### src/panel_frame_capture_cmd_inject_macros.svh
// ----------------------------------------------------------------------------
// panel frame capture assertion macros
// shared concurrent check wrappers, clocked on clk and held off during reset
// ----------------------------------------------------------------------------
`ifndef PANEL_FRAME_CAPTURE_CMD_INJECT_MACROS_SVH
`define PANEL_FRAME_CAPTURE_CMD_INJECT_MACROS_SVH

`ifndef SYNTH
`define PFCI_ASSERT(label, prop, msg) \
	label: assert property (@(posedge clk) disable iff (!arst_n) (prop)) else $error(msg);
`define PFCI_ASSERT_NEXT(label, pre, post, msg) \
	label: assert property (@(posedge clk) disable iff (!arst_n) (pre) |=> (post)) \
		else $error(msg);
`else
`define PFCI_ASSERT(label, prop, msg)
`define PFCI_ASSERT_NEXT(label, pre, post, msg)
`endif

`endif

### src/pfci_pkg.sv
// ----------------------------------------------------------------------------
// pfci_pkg
// types, constants and lookup functions for the panel frame capture block
// ----------------------------------------------------------------------------
`timescale 1ns / 1ps
`default_nettype none

package pfci_pkg;

	localparam int unsigned FRAME_LEN    = 42;
	localparam int unsigned INJECT_FIRST = 39;
	localparam int unsigned INJECT_LAST  = 41;

	localparam logic [6:0] UNKNOWN_CHAR = 7'h2D;

	localparam logic [1:0] CFG_GAP_LIMIT   = 2'd0;
	localparam logic [1:0] CFG_PRESS_COUNT = 2'd1;
	localparam logic [1:0] CFG_CAPTURE_EN  = 2'd2;

	localparam logic [15:0] GAP_LIMIT_RST   = 16'd2000;
	localparam logic [7:0]  PRESS_COUNT_RST = 8'd8;

	typedef enum logic [1:0] {
		OP_EDGE  = 2'd0,
		OP_PRESS = 2'd1,
		OP_REARM = 2'd2
	} op_t;

	typedef enum logic [2:0] {
		BTN_NONE   = 3'd0,
		BTN_MODE   = 3'd1,
		BTN_UP     = 3'd2,
		BTN_DOWN   = 3'd3,
		BTN_LAMP   = 3'd4,
		BTN_JETS_A = 3'd5,
		BTN_JETS_B = 3'd6,
		BTN_AIR    = 3'd7
	} cmd_t;

	typedef struct packed {
		logic [1:0]  op;
		logic [15:0] edge_gap_us;
		logic        display_bit;
		logic        control_bit;
		logic [2:0]  command_code;
	} item_t;

	typedef struct packed {
		logic        drive_level;
		logic        frame_done;
		logic [41:0] display_frame;
		logic [41:0] control_frame;
		logic [6:0]  char_one;
		logic [6:0]  char_two;
		logic [6:0]  char_three;
		logic [6:0]  char_four;
		logic        press_done;
	} result_t;

	// bus code sent for each command, msb first
	function automatic logic [2:0] cmd_bus_code(input logic [2:0] cmd);
		logic [2:0] code;
		case (cmd_t'(cmd))
			BTN_NONE:   code = 3'b000;
			BTN_MODE:   code = 3'b001;
			BTN_UP:     code = 3'b100;
			BTN_DOWN:   code = 3'b101;
			BTN_LAMP:   code = 3'b011;
			BTN_JETS_A: code = 3'b110;
			BTN_JETS_B: code = 3'b010;
			BTN_AIR:    code = 3'b111;
			default:    code = 3'b000;
		endcase
		return code;
	endfunction

	function automatic logic [6:0] seg_to_ascii(input logic [6:0] seg);
		logic [6:0] ch;
		case (seg)
			7'h00: ch = 7'h20;
			7'h7E: ch = 7'h30;
			7'h30: ch = 7'h31;
			7'h6D: ch = 7'h32;
			7'h79: ch = 7'h33;
			7'h33: ch = 7'h34;
			7'h5B: ch = 7'h35;
			7'h5F: ch = 7'h36;
			7'h70: ch = 7'h37;
			7'h7F: ch = 7'h38;
			7'h73: ch = 7'h39;
			7'h77: ch = 7'h41;
			7'h4E: ch = 7'h43;
			7'h4F: ch = 7'h45;
			7'h5E: ch = 7'h47;
			7'h37: ch = 7'h48;
			7'h3C: ch = 7'h4A;
			7'h0E: ch = 7'h4C;
			7'h54: ch = 7'h4D;
			7'h76: ch = 7'h4E;
			7'h6B: ch = 7'h51;
			7'h66: ch = 7'h52;
			7'h3E: ch = 7'h55;
			7'h2A: ch = 7'h57;
			7'h7D: ch = 7'h61;
			7'h1F: ch = 7'h62;
			7'h0D: ch = 7'h63;
			7'h3D: ch = 7'h64;
			7'h6F: ch = 7'h65;
			7'h47: ch = 7'h66;
			7'h17: ch = 7'h68;
			7'h04: ch = 7'h69;
			7'h01: ch = 7'h6A;
			7'h57: ch = 7'h6B;
			7'h06: ch = 7'h6C;
			7'h14: ch = 7'h6D;
			7'h15: ch = 7'h6E;
			7'h1D: ch = 7'h6F;
			7'h67: ch = 7'h70;
			7'h05: ch = 7'h72;
			7'h0F: ch = 7'h74;
			7'h1C: ch = 7'h75;
			7'h3B: ch = 7'h79;
			default: ch = UNKNOWN_CHAR;
		endcase
		return ch;
	endfunction

endpackage

`default_nettype wire

### src/panel_frame_capture_cmd_inject.sv
// ----------------------------------------------------------------------------
// panel_frame_capture_cmd_inject
// spa topside bus frame capture with command injection on the control line
// ----------------------------------------------------------------------------
// Takes one item per clock cycle, back to back, and returns exactly one result
// per item, in order. Each item passes an input register, the capture logic,
// and a result register, so a result is offered once its item has moved from
// the input register into the result register; the result register lets
// a new item in while a result still waits for out_ready, and the input stalls
// only when both registers are full and out_ready is low. Config writes take
// effect at the edge that writes them and should be made while no item is in
// flight.
`timescale 1ns / 1ps
`default_nettype none

`include "panel_frame_capture_cmd_inject_macros.svh"

module panel_frame_capture_cmd_inject (
	input  wire logic        clk,
	input  wire logic        arst_n,
	input  wire logic        cfg_we,
	input  wire logic [1:0]  cfg_index,
	input  wire logic [15:0] cfg_data,
	input  wire logic        in_valid,
	output logic             in_ready,
	input  wire logic [1:0]  op,
	input  wire logic [15:0] edge_gap_us,
	input  wire logic        display_bit,
	input  wire logic        control_bit,
	input  wire logic [2:0]  command_code,
	output logic             out_valid,
	input  wire logic        out_ready,
	output logic             drive_level,
	output logic             frame_done,
	output logic [41:0]      display_frame,
	output logic [41:0]      control_frame,
	output logic [6:0]       char_one,
	output logic [6:0]       char_two,
	output logic [6:0]       char_three,
	output logic [6:0]       char_four,
	output logic             press_done
);

	logic                vld_s1;
	logic                vld_s2;
	pfci_pkg::item_t     item_s1;
	pfci_pkg::result_t   res_s2;
	pfci_pkg::result_t   res;
	logic                adv;
	logic                fire;

	assign adv      = !vld_s2 || out_ready;
	assign fire     = vld_s1 && adv;
	assign in_ready = !vld_s1 || adv;

	always_ff @(posedge clk or negedge arst_n) begin
		if (!arst_n) begin
			vld_s1 <= 1'b0;
			vld_s2 <= 1'b0;
		end else begin
			if (in_valid && in_ready)
				vld_s1 <= 1'b1;
			else if (fire)
				vld_s1 <= 1'b0;
			if (fire)
				vld_s2 <= 1'b1;
			else if (out_ready)
				vld_s2 <= 1'b0;
		end
	end

	always_ff @(posedge clk) begin
		if (in_valid && in_ready) begin
			item_s1.op           <= op;
			item_s1.edge_gap_us  <= edge_gap_us;
			item_s1.display_bit  <= display_bit;
			item_s1.control_bit  <= control_bit;
			item_s1.command_code <= command_code;
		end
		if (fire)
			res_s2 <= res;
	end

	pfci_core u_core (
		.clk       (clk),
		.arst_n    (arst_n),
		.cfg_we    (cfg_we),
		.cfg_index (cfg_index),
		.cfg_data  (cfg_data),
		.upd       (fire),
		.item      (item_s1),
		.res       (res)
	);

	assign out_valid     = vld_s2;
	assign drive_level   = res_s2.drive_level;
	assign frame_done    = res_s2.frame_done;
	assign display_frame = res_s2.display_frame;
	assign control_frame = res_s2.control_frame;
	assign char_one      = res_s2.char_one;
	assign char_two      = res_s2.char_two;
	assign char_three    = res_s2.char_three;
	assign char_four     = res_s2.char_four;
	assign press_done    = res_s2.press_done;

	`PFCI_ASSERT(a_stall_cause, !in_ready |-> vld_s1 && vld_s2 && !out_ready, "input stalled without a blocked result")
	`PFCI_ASSERT_NEXT(a_fire_result, fire, vld_s2, "processed item produced no result")
	`PFCI_ASSERT_NEXT(a_held_item, vld_s1 && !adv, vld_s1, "waiting item dropped")

endmodule

`default_nettype wire

### src/pfci_char_dec.sv
// ----------------------------------------------------------------------------
// pfci_char_dec
// decodes the four seven-segment digits of a display frame to ascii
// ----------------------------------------------------------------------------
`timescale 1ns / 1ps
`default_nettype none

module pfci_char_dec (
	input  wire logic [41:0] frame,
	output logic      [6:0]  char_one,
	output logic      [6:0]  char_two,
	output logic      [6:0]  char_three,
	output logic      [6:0]  char_four
);

	assign char_one   = pfci_pkg::seg_to_ascii(frame[41:35]);
	assign char_two   = pfci_pkg::seg_to_ascii(frame[34:28]);
	assign char_three = pfci_pkg::seg_to_ascii(frame[27:21]);
	assign char_four  = pfci_pkg::seg_to_ascii(frame[20:14]);

endmodule

`default_nettype wire

### src/pfci_core.sv
// ----------------------------------------------------------------------------
// pfci_core
// capture state, config registers and the single-pass item logic
// ----------------------------------------------------------------------------
`timescale 1ns / 1ps
`default_nettype none

`include "panel_frame_capture_cmd_inject_macros.svh"

module pfci_core (
	input  wire logic                clk,
	input  wire logic                arst_n,
	input  wire logic                cfg_we,
	input  wire logic [1:0]          cfg_index,
	input  wire logic [15:0]         cfg_data,
	input  wire logic                upd,
	input  wire pfci_pkg::item_t     item,
	output pfci_pkg::result_t        res
);

	localparam logic [5:0] LAST_IDX  = 6'(pfci_pkg::FRAME_LEN - 1);
	localparam logic [5:0] FRAME_IDX = 6'(pfci_pkg::FRAME_LEN);
	localparam logic [5:0] INJ_FIRST = 6'(pfci_pkg::INJECT_FIRST);
	localparam logic [5:0] INJ_LAST  = 6'(pfci_pkg::INJECT_LAST);

	logic [15:0] gap_limit_q;
	logic [7:0]  press_count_q;
	logic        cap_en_q;

	logic [5:0]  idx_q;
	logic        frozen_q;
	logic [41:0] dsh_q;
	logic [41:0] csh_q;
	logic        press_q;
	logic [2:0]  cmd_q;
	logic [7:0]  left_q;
	logic        held_q;

	pfci_pkg::op_t op;
	logic        is_edge;
	logic        long_gap;
	logic [5:0]  idx_eff;
	logic        frz_eff;
	logic        sample;
	logic        done;
	logic [2:0]  code;
	logic        level;
	logic [41:0] dsh_n;
	logic [41:0] csh_n;
	logic [7:0]  left_dec;
	logic        pdone;
	logic        press_start;
	logic [6:0]  ch1, ch2, ch3, ch4;

	always_ff @(posedge clk or negedge arst_n) begin
		if (!arst_n) begin
			gap_limit_q   <= pfci_pkg::GAP_LIMIT_RST;
			press_count_q <= pfci_pkg::PRESS_COUNT_RST;
			cap_en_q      <= 1'b1;
		end else if (cfg_we) begin
			case (cfg_index)
				pfci_pkg::CFG_GAP_LIMIT:   gap_limit_q   <= cfg_data;
				pfci_pkg::CFG_PRESS_COUNT: press_count_q <= cfg_data[7:0];
				pfci_pkg::CFG_CAPTURE_EN:  cap_en_q      <= cfg_data[0];
				default: ;
			endcase
		end
	end

	always_comb begin
		op          = pfci_pkg::op_t'(item.op);
		press_start = (op == pfci_pkg::OP_PRESS) && (item.command_code != pfci_pkg::BTN_NONE);
		is_edge     = (op == pfci_pkg::OP_EDGE) && cap_en_q;
		long_gap    = item.edge_gap_us > gap_limit_q;
		idx_eff     = long_gap ? 6'd0 : idx_q;
		frz_eff     = long_gap ? 1'b0 : frozen_q;
		sample      = is_edge && !frz_eff && (idx_eff < FRAME_IDX);
		done        = sample && (idx_eff == LAST_IDX);
		code        = pfci_pkg::cmd_bus_code(cmd_q);
		level       = 1'b1;
		if (press_q && idx_eff >= INJ_FIRST) begin
			if (idx_eff == INJ_FIRST)
				level = code[2];
			else if (idx_eff == INJ_LAST)
				level = code[0];
			else
				level = code[1];
		end
		dsh_n    = {dsh_q[40:0], item.display_bit};
		csh_n    = {csh_q[40:0], item.control_bit};
		left_dec = (left_q != 8'd0) ? left_q - 8'd1 : 8'd0;
		pdone    = done && press_q && (left_dec == 8'd0);
	end

	pfci_char_dec u_char_dec (
		.frame      (dsh_n),
		.char_one   (ch1),
		.char_two   (ch2),
		.char_three (ch3),
		.char_four  (ch4)
	);

	always_comb begin
		res               = '0;
		res.drive_level   = sample ? level : held_q;
		res.frame_done    = done;
		res.press_done    = pdone;
		if (done) begin
			res.display_frame = dsh_n;
			res.control_frame = csh_n;
			res.char_one      = ch1;
			res.char_two      = ch2;
			res.char_three    = ch3;
			res.char_four     = ch4;
		end
	end

	always_ff @(posedge clk or negedge arst_n) begin
		if (!arst_n) begin
			idx_q    <= '0;
			frozen_q <= 1'b0;
			dsh_q    <= '0;
			csh_q    <= '0;
			press_q  <= 1'b0;
			cmd_q    <= pfci_pkg::BTN_NONE;
			left_q   <= '0;
			held_q   <= 1'b1;
		end else if (upd) begin
			if (press_start) begin
				cmd_q   <= item.command_code;
				left_q  <= press_count_q;
				press_q <= 1'b1;
			end
			if (op == pfci_pkg::OP_REARM) begin
				idx_q    <= '0;
				frozen_q <= 1'b0;
			end
			if (is_edge) begin
				idx_q    <= idx_eff;
				frozen_q <= frz_eff;
			end
			if (sample) begin
				held_q <= level;
				dsh_q  <= dsh_n;
				csh_q  <= csh_n;
				idx_q  <= idx_eff + 6'd1;
				if (done) begin
					frozen_q <= 1'b1;
					if (press_q) begin
						left_q <= left_dec;
						if (left_dec == 8'd0) begin
							press_q <= 1'b0;
							cmd_q   <= pfci_pkg::BTN_NONE;
						end
					end
				end
			end
		end
	end

	`PFCI_ASSERT(a_idx_range, idx_q <= FRAME_IDX, "sample index beyond frame length")
	`PFCI_ASSERT_NEXT(a_done_freezes, upd && res.frame_done, frozen_q && idx_q == FRAME_IDX, "no freeze")
	`PFCI_ASSERT_NEXT(a_press_end, upd && res.press_done, !press_q, "press did not end")
	`PFCI_ASSERT(a_idle_cmd, !press_q |-> cmd_q == pfci_pkg::BTN_NONE, "command without a press")

endmodule

`default_nettype wire

### config.mk
export PLATFORM = sky130hd
export DESIGN_NAME = panel_frame_capture_cmd_inject
export DESIGN_NICKNAME = d
export VERILOG_FILES = /design/src/pfci_pkg.sv /design/src/panel_frame_capture_cmd_inject.sv /design/src/pfci_char_dec.sv /design/src/pfci_core.sv
export VERILOG_INCLUDE_DIRS = /design/src /design/src/src
export SDC_FILE = /design/constraint.sdc
export NUM_CORES = 1
export LEC_CHECK = 0
export BUFFER_PORTS_ARGS = -buffer_cell sky130_fd_sc_hd__buf_2
export CORE_MARGIN = 2
export CORE_UTILIZATION = 64
export CTS_BUF_LIST = sky130_fd_sc_hd__clkbuf_16
export DETAILED_ROUTE_END_ITERATION = 8
export GPL_ROUTABILITY_DRIVEN = 0
export PLACE_DENSITY = 0.88
export SYNTH_ARGS = -nofsm -noshare
export SYNTH_HDL_FRONTEND = slang
export SYNTH_SLANG_ARGS = --single-unit
### constraint.sdc
create_clock -name clk -period 9.34 [get_ports clk]
set_clock_uncertainty 0.15 [all_clocks]
set_input_delay 0.467 -clock clk [delete_from_list [all_inputs] [get_ports clk]]
set_output_delay 0.467 -clock clk [all_outputs]
set_load 0.01 [all_outputs]
==> key figures, run 1 <==
Route
  – First-pass DRT Iterations: 8
  – Iteration-0 DRC count of the detailed router: 1310
  – Vias: 11.7k
  – DRT antenna net count: 0
  – Vias per inst: 6.33
  – DR WL/cell: 19.1 um
  – Total Wirelength: 35.1 mm
  – Remaining routing DRC violations: 0

Finish
  – P&R area growth vs syn: 14.7%
  – Share of layout cells above drive strength 1: 21.0%
  – Final-stage net count: 1626
  – Final instance area: 16600 um^2
  – FF+latch area: 7380 um^2
  – Area of the multi-input gates: 6490 um^2
  – Filler cells: 1473

Clock network
  – H-tree Lvls: 1
  – Worst-path clk slew: 60 ps
  – CTS buffer count: 28
  – CTS sink cnt: 267
  – Post-CTS Repair Setup Buffers: 0
  – CTS tree: yes
  – Deepest clock path buffer count: 3
  – Clock latency on the worst-skew pair: 550 ps
  – Root Buffer: clkbuf_16

Floorplanning
  – Row count: 55
  – Initial Util: 64.5%
  – Core ar.: 22400 um^2
  – DIE WIDTH: 154 um
  – Io pins: 163
  – Die Y: 154 um
  – Die area: 23800 um^2

Hold path
  – WHS Path Cells: 3
  – HP Class: primary input to flop

Critical path
  – Setup crit end kind: flop
  – Worst EP arrival: 5320 ps
  – Critical path peak fanout: 10
  – Type of the worst setup path: flop to flop
  – R2R cell count: 16
  – WP data required: 9650 ps
  – Setup crit start kind: flop

Yosys
  – Avg Cell Area, Syn: 10.3 um^2
  – Synth async-reset ratio: 48.3%
  – Synth area leader: edfxtp_1
  – Seq cells post-synth: 267
  – Primary FF master, synth: edfxtp_1
  – Post-synth EDFFs: 138
  – Synth area leaders: edfxtp_1 29%, dfrtp_1 21%, mux2_2 6.6%
  – Sequential share of the synthesized area: 51.0%
  – Mapped cell area: 14500 um^2
  – Syn_nets: 1493
  – Syn Inst Count: 1400
  – Ys Warns: 0
  – Distinct cells, synth: 77
  – Top-area cell type share of the netlist area: 28.6%

Power and ir drop
  – Sw power: 0.686 mW
  – Sequential share of power: 50.0%
  – Power Density: 169 nW/um^2
  – Sw Share: 24.5%
  – Clock share of power: 40.0%
  – Max IR drop VDD: 0.000193 V
  – Comb power frac: 10.0%
  – Leakage: 6.90 nW
  – Power Internal: 2.12 mW

Global routing
  – GRT Overall Usage: 28.9%
  – Initial antenna violation count: 1
  – Number of global-route vias before repair: 11.2k
  – Pin count of the biggest net entering global routing: 73
  – GRT overflow: 0
  – First-pass GRT wire length: 56.4 mm

STA
  – Worst-Margin Slew: 1090 ps
  – Post-route setup TNS: 0 ps
  – Worst slew margin: 27.5%
  – Final setup fails: 0
  – Min Clock Period, post-route: 5010 ps
  – Pins over their slew limit: 0
  – Unrepaired setup endpoints after global routing: false
  – Final Hold Vio Count: 0
  – Tcrit/Tclk final: 53.7%
  – FMAX: 200 MHz
  – Final worst slack: 4330 ps

Place
  – Post-detail-place hpwl: 20.9 mm
  – Dpl ws: 4550 ps
  – # port buffers: 162
  – Placed standard-cell area: 15400 um^2

Outcome
  – Status: finished clean

Flow run
  – Max cap viols: 0
cells in the mapped netlist, types with 4 or more instances:
| master | number |
|---|---|
| nor2b_1 | 19 |
| o2111ai_1 | 7 |
| nand3_1 | 15 |
| nand2_1 | 110 |
| o22ai_1 | 19 |
| a21oi_1 | 97 |
| o31ai_1 | 6 |
| a22o_1 | 11 |
| mux4_2 | 5 |
| dfrtp_1 | 120 |
| buf_1 | 13 |
| ha_1 | 47 |
| a32o_1 | 7 |
| inv_1 | 52 |
| mux2_2 | 85 |
| a221oi_1 | 9 |
| a21boi_0 | 5 |
| a32oi_1 | 4 |
| clkinv_1 | 7 |
| a41oi_1 | 4 |
| dfstp_2 | 9 |
| edfxtp_1 | 138 |
| clkbuf_1 | 81 |
| a21o_1 | 4 |
| nand2b_1 | 19 |
| and3_1 | 6 |
| nor3_1 | 26 |
| o21a_1 | 4 |
| o21ai_0 | 122 |
| nor2_1 | 104 |
| a2bb2oi_1 | 6 |
| nand3b_1 | 7 |
| nor3b_1 | 9 |
| nand4_1 | 8 |
| o211ai_1 | 13 |
| a311oi_1 | 8 |
| and2_1 | 77 |
| xor2_1 | 7 |
| mux2i_1 | 19 |
| a211oi_1 | 17 |
| a31oi_1 | 8 |
| buf_2 | 7 |
| a22oi_1 | 9 |
path summary, 6_finish.rpt:
kind	startpoint	endpoint	slack [ps]
setup / recovery	item_s1[18]$_DFFE_PP_	u_core.left_q[4]$_DFFE_PN0P_	4330
hold / removal	cfg_data[9]	u_core.gap_limit_q[9]$_DFFE_PN1P_	10
setup reg to reg	item_s1[18]$_DFFE_PP_	u_core.left_q[4]$_DFFE_PN0P_	4330
hold reg to reg	u_core.press_count_q[1]$_DFFE_PN0P_	u_core.press_count_q[1]$_DFFE_PN0P_	360
max in group asynchronous	arst_n	u_core.csh_q[33]$_DFFE_PN0P_	7280
min in group asynchronous	arst_n	u_core.gap_limit_q[13]$_DFFE_PN0P_	430
area by class of cell:
type / count / share of cell area (%)
Sequential cell: 267 / 44.4
Multi-Input combinational cell: 970 / 39.1
Timing Repair Buffer: 206 / 7.35
Clock buffer: 30 / 4.52
Tap cell: 285 / 2.15
Inverter: 60 / 1.37
Clock inverter: 22 / 1.08
Antenna cell: 1 / 0.0151
cell usage in the layout (no fill, tap or decap), types with 8 or more instances in the layout:
cell             n
nor2_1         104
buf_4           14
a211oi_1        17
nor3_1          26
o21ai_0        122
inv_1           59
a21oi_1         97
mux2i_1         19
clkinv_1        10
nor3b_1          8
a31oi_1          8
nand4_1          8
a22oi_1          9
nand2b_1        19
clkbuf_16       30
nand2_1        110
buf_2          161
a311oi_1         8
a22o_1          11
o22ai_1         19
o211ai_1        13
dfrtp_1        120
dfstp_2          9
a221oi_1         9
nand3_1         15
ha_1            47
edfxtp_1       138
and2_1          77
mux2_2          85
dlygate4sd3_1   31
nor2b_1         19
through the flow:
| stage | hold slack [ps] | util (%) | cells | total power [mW] |
|---|---|---|---|---|
| 3_3_place_gp | 320 | 68.5 | 1757 | 1.66 |
| 6_report | 12.6 | 74.0 | 1841 | 2.80 |
| 4_1_cts | 1.07 | 74.0 | 1840 | 2.81 |
| 3_5_place_dp | 345 | 68.5 | 1757 | 1.68 |
| 5_1_grt | 15.5 | 74.0 | 1841 | 2.90 |
| 2_1_floorplan | 21.4 | - | 1400 | 1.58 |
power by group through the flow:
stage / registers [mW] / clock network [mW] / logic, mW
final: 1.40 / 1.12 / 0.282
after global routing: 1.41 / 1.18 / 0.308
after CTS: 1.40 / 1.13 / 0.280
after detailed placement: 1.42 / 0 / 0.265
after global placement: 1.41 / 0 / 0.251
after floorplan: 1.42 / 0 / 0.158
state kept, by name, indices dropped and copies added (netlist names), 3 cells and up:
name / cells
item_s1: 23
u_core.idx_q: 6
u_core.dsh_q: 41
u_core.left_q: 8
u_core.gap_limit_q: 16
char_four: 7
char_two: 7
display_frame: 42
u_core.cmd_q: 3
u_core.csh_q: 41
char_three: 7
control_frame: 42
char_one: 7
u_core.press_count_q: 8
per-layer routing:
layer / part of all wire (%) / GRT usage [%] / vias up
li1: - / - / 5359
met1: 38 / 36.6 / 5586
met2: 52 / 51.0 / 591
met3: 7.1 / 3.87 / 120
met4: 3.5 / 10.8 / 0
met5: 0 / 0 / -
worst max-delay path, stage by stage (launching register included):
cell,delay [ps]
edfxtp_1,420
ha_1,340
nand4_1,250
nor3_1,350
a21boi_0,330
a2111o_1,280
nand2_1,210
and2_1,230
inv_1,60
ha_1,120
nor4bb_1,250
nand2_1,140
nor3_1,400
nand2_1,180
a21oi_1,630
mux2_2,410
o22ai_1,150
cells by family after synthesis:
group / synth area share, %
xor gates and xnor gates: 0.544
DFF: 51.0
muxes: 8.70
adders and majority gates: 4.13
AOI/OAI and AO/OA: 17.2
buffers and inverters: 4.35
and+or+nand+nor: 14.1
what timing repair did:
item                                   CTS  global route
hold buffers                            31             0
endpoints found under the hold margin   89             0
setup endpoints to repair                0             0
resized for setup                        0             0
(Power assumes the default switching activity.)
==> run 2: changes to the inputs <==
--- a/config.mk
+++ b/config.mk
@@ -8,11 +8,11 @@
 export LEC_CHECK = 0
 export BUFFER_PORTS_ARGS = -buffer_cell sky130_fd_sc_hd__buf_2
 export CORE_MARGIN = 2
-export CORE_UTILIZATION = 64
+export CORE_UTILIZATION = 59
 export CTS_BUF_LIST = sky130_fd_sc_hd__clkbuf_16
 export DETAILED_ROUTE_END_ITERATION = 8
 export GPL_ROUTABILITY_DRIVEN = 0
-export PLACE_DENSITY = 0.88
+export PLACE_DENSITY = 0.82
 export SYNTH_ARGS = -nofsm -noshare
 export SYNTH_HDL_FRONTEND = slang
 export SYNTH_SLANG_ARGS = --single-unit
==> constraint.sdc (replaced) <==
create_clock -name clk -period 4.83 [get_ports clk]
set_clock_uncertainty 0.15 [all_clocks]
set_input_delay 0.2415 -clock clk [delete_from_list [all_inputs] [get_ports clk]]
set_output_delay 0.2415 -clock clk [all_outputs]
set_load 0.01 [all_outputs]
==> run 2 against run 1 <==
Total power rose by 91%; via count is 0.40% lower; clock power increased by 88%; wire length down 2.4%; critical path type unchanged; cell count is 2.9% higher; count of clock-buffer cells in the layout decreased by 1; hold slack better by 130 ps; critical endpoint unchanged; combinational power grew 98%; final area rose by 1.3%.
==> key figures, run 2 (synthesized netlist as in run 1, its figures left out) <==
Clock network
  – Post-CTS Repair Setup Buffers: 0 (unchanged)
  – Worst-path clk slew: 60 ps (about the same)
  – CTS buffer count: 28 (unchanged)
  – CTS sink cnt: 267 (unchanged)
  – Clock latency on the worst-skew pair: 550 ps (about the same)
  – CTS tree: yes
  – Root Buffer: clkbuf_16
  – H-tree Lvls: 1 (unchanged)
  – Deepest clock path buffer count: 3 (unchanged)

Power and ir drop
  – Sw Share: 24.8% (+0.39 points)
  – Comb power frac: 10.4% (+0.4 points)
  – Power Internal: 4.03 mW (+90%)
  – Power Density: 319 nW/um^2 (+89%)
  – Sw power: 1.33 mW (+94%)
  – Max IR drop VDD: 0.000394 V (+100%)
  – Leakage: 6.96 nW (+0.86%)
  – Clock share of power: 39.2% (-0.8 points)
  – Sequential share of power: 50.3% (+0.3 points)

Global routing
  – Number of global-route vias before repair: 10.9k (-2.4%)
  – GRT Overall Usage: 26.0% (-2.9 points)
  – GRT overflow: 0 (unchanged)
  – First-pass GRT wire length: 55.4 mm (-1.9%)
  – Initial antenna violation count: 0 (-1)
  – Pin count of the biggest net entering global routing: 95 (+30%)

STA
  – Min Clock Period, post-route: 4570 ps (-442 ps)
  – Worst-Margin Slew: 1170 ps (+79.9 ps)
  – Tcrit/Tclk final: 94.6% (+41 points)
  – Final Hold Vio Count: 0 (unchanged)
  – Final setup fails: 0 (unchanged)
  – Unrepaired setup endpoints after global routing: false
  – Worst slew margin: 21.5% (-6.0 points)
  – FMAX: 219 MHz (+9.7%)
  – Final worst slack: 261 ps (-4070 ps)
  – Pins over their slew limit: 0 (unchanged)
  – Post-route setup TNS: 0 ps (unchanged)

Finish
  – Most common cell after layout, fill and taps aside: buf_2
  – Share of layout cells above drive strength 1: 21.0% (+0.041 points)
  – Final-stage net count: 1642 (+0.98%)
  – Non-Filler Instances: 1895 (+2.9%)
  – P&R area growth vs syn: 16.2%
  – N_diodes: 0 (-1)
  – Most frequent cells in the layout: 161 x buf_2, 138 x edfxtp_1, 122 x o21ai_0

Critical path
  – Setup crit start kind: flop
  – Type of the worst setup path: flop to flop
  – WP data required: 5150 ps (-4500 ps)
  – Setup slack, reg-to-reg: 260 ps (-4070 ps)
  – Critical path peak fanout: 10 (unchanged)
  – Worst EP arrival: 4880 ps (-440 ps)
  – Setup crit end kind: flop

Route
  – Iteration-0 DRC count of the detailed router: 1077 (-18%)
  – DRT antenna net count: 0 (unchanged)
  – Routed met2 length: 17.1 mm (-5.5%)
  – Wl on met1: 13.6 mm (+2.6%)
  – Vias: 11.6k (-0.40%)
  – Metal3 WL: 2.31 mm (-6.8%)
  – DR WL/cell: 18.1 um (-5.2%)
  – First-pass DRT Iterations: 6 (-2)
  – Remaining routing DRC violations: 0 (unchanged)
  – Vias per inst: 6.13 (-3.2%)
  – Max Used Layer: met4
  – Total Wirelength: 34.3 mm (-2.4%)

Place
  – Dpl ws: 421 ps (-4130 ps)
  – # port buffers: 162 (unchanged)
  – Post-placement cell count: 1797 (+2.3%)
  – Post-detail-place hpwl: 20.6 mm (-1.9%)

Floorplanning
  – DIE WIDTH: 161 um (+4.0%)
  – Die area: 25800 um^2 (+8.3%)
  – Initial Util: 59.9% (-4.7 points)
  – Row count: 57 (+3.6%)
  – Core ar.: 24200 um^2 (+7.8%)
  – Io pins: 163 (unchanged)
  – Die Y: 161 um (+4.0%)

Flow run
  – Max cap viols: 0 (unchanged)

Outcome
  – Status: finished clean

Hold path
  – HP Class: primary input to async pin
-- run 2: routing by layer --
| layer | vias up | GRT usage, % |
|---|---|---|
| met1 | 5561 | 34.5 |
| met2 | 540 | 44.4 |
| met5 | - | 0 |
| met4 | 0 | 9.25 |
| met3 | 107 | 3.38 |
| li1 | 5401 | - |
-- run 2: stage by stage --
step | hold WS, ps | total power [mW] | instance area [um^2] | utilization, %
after CTS | 204 | 5.37 | 16800 | 69.6
after detailed placement | 226 | 3.25 | 15500 | 63.9
after global routing | 245 | 5.55 | 16800 | 69.6
after global placement | 215 | 3.22 | 15500 | 63.9
after floorplan | -204 | 3.05 | 14500 | -
final | 146 | 5.37 | 16800 | 69.6
-- run 2: path summary, 6_finish.rpt --
check,start,to,depth (start not counted)
hold / removal,arst_n,u_core.csh_q[13]$_DFFE_PN0P_,2
min in group clk,edge_gap_us[2],item_s1[7]$_DFFE_PP_,2
setup / recovery,u_core.gap_limit_q[10]$_DFFE_PN1P_,u_core.left_q[4]$_DFFE_PN0P_,18
hold reg to reg,item_s1[3]$_DFFE_PP_,u_core.csh_q[0]$_DFFE_PN0P_,1
setup reg to reg,u_core.gap_limit_q[10]$_DFFE_PN1P_,u_core.left_q[4]$_DFFE_PN0P_,18
max in group asynchronous,arst_n,u_core.csh_q[28]$_DFFE_PN0P_,3
-- run 2: timing repair --
item	4_1_cts	5_1_grt
hold buffers	46	0
endpoints found under the hold margin	130	0
gates resized for setup	0	1
endpoints found under the setup margin	0	1
-- run 2: worst max-delay path: stages (launching register included) --
cell      delay, ps
dfstp_2         510
inv_1            50
ha_1            340
nand4_1         160
nor3_1          310
a21boi_0        350
a2111o_1        310
nand2_1         220
and2_1          240
inv_1            50
ha_1            130
nor4bb_1        260
nand2_1         150
nor3_2          290
nand2_1         150
a21oi_1         150
buf_4           190
mux2_2          340
o22ai_1         140
-- run 2: power by group through the flow --
| stage | clock (mW) | combinational, mW | sequential (mW) |
|---|---|---|---|
| 2_1_floorplan | 0 | 0.305 | 2.75 |
| 3_3_place_gp | 0 | 0.491 | 2.73 |
| 3_5_place_dp | 0 | 0.512 | 2.74 |
| 4_1_cts | 2.13 | 0.545 | 2.70 |
| 5_1_grt | 2.22 | 0.614 | 2.72 |
| 6_report | 2.11 | 0.558 | 2.70 |
-- run 2: area by class of cell --
type	count	area (um^2)
Clock buffer	29	726
Clock inverter	23	181
Fill cell	1713	7350
Inverter	60	228
Multi-Input combinational cell	970	6500
Sequential cell	267	7380
Tap cell	324	405
Timing Repair Buffer	222	1410
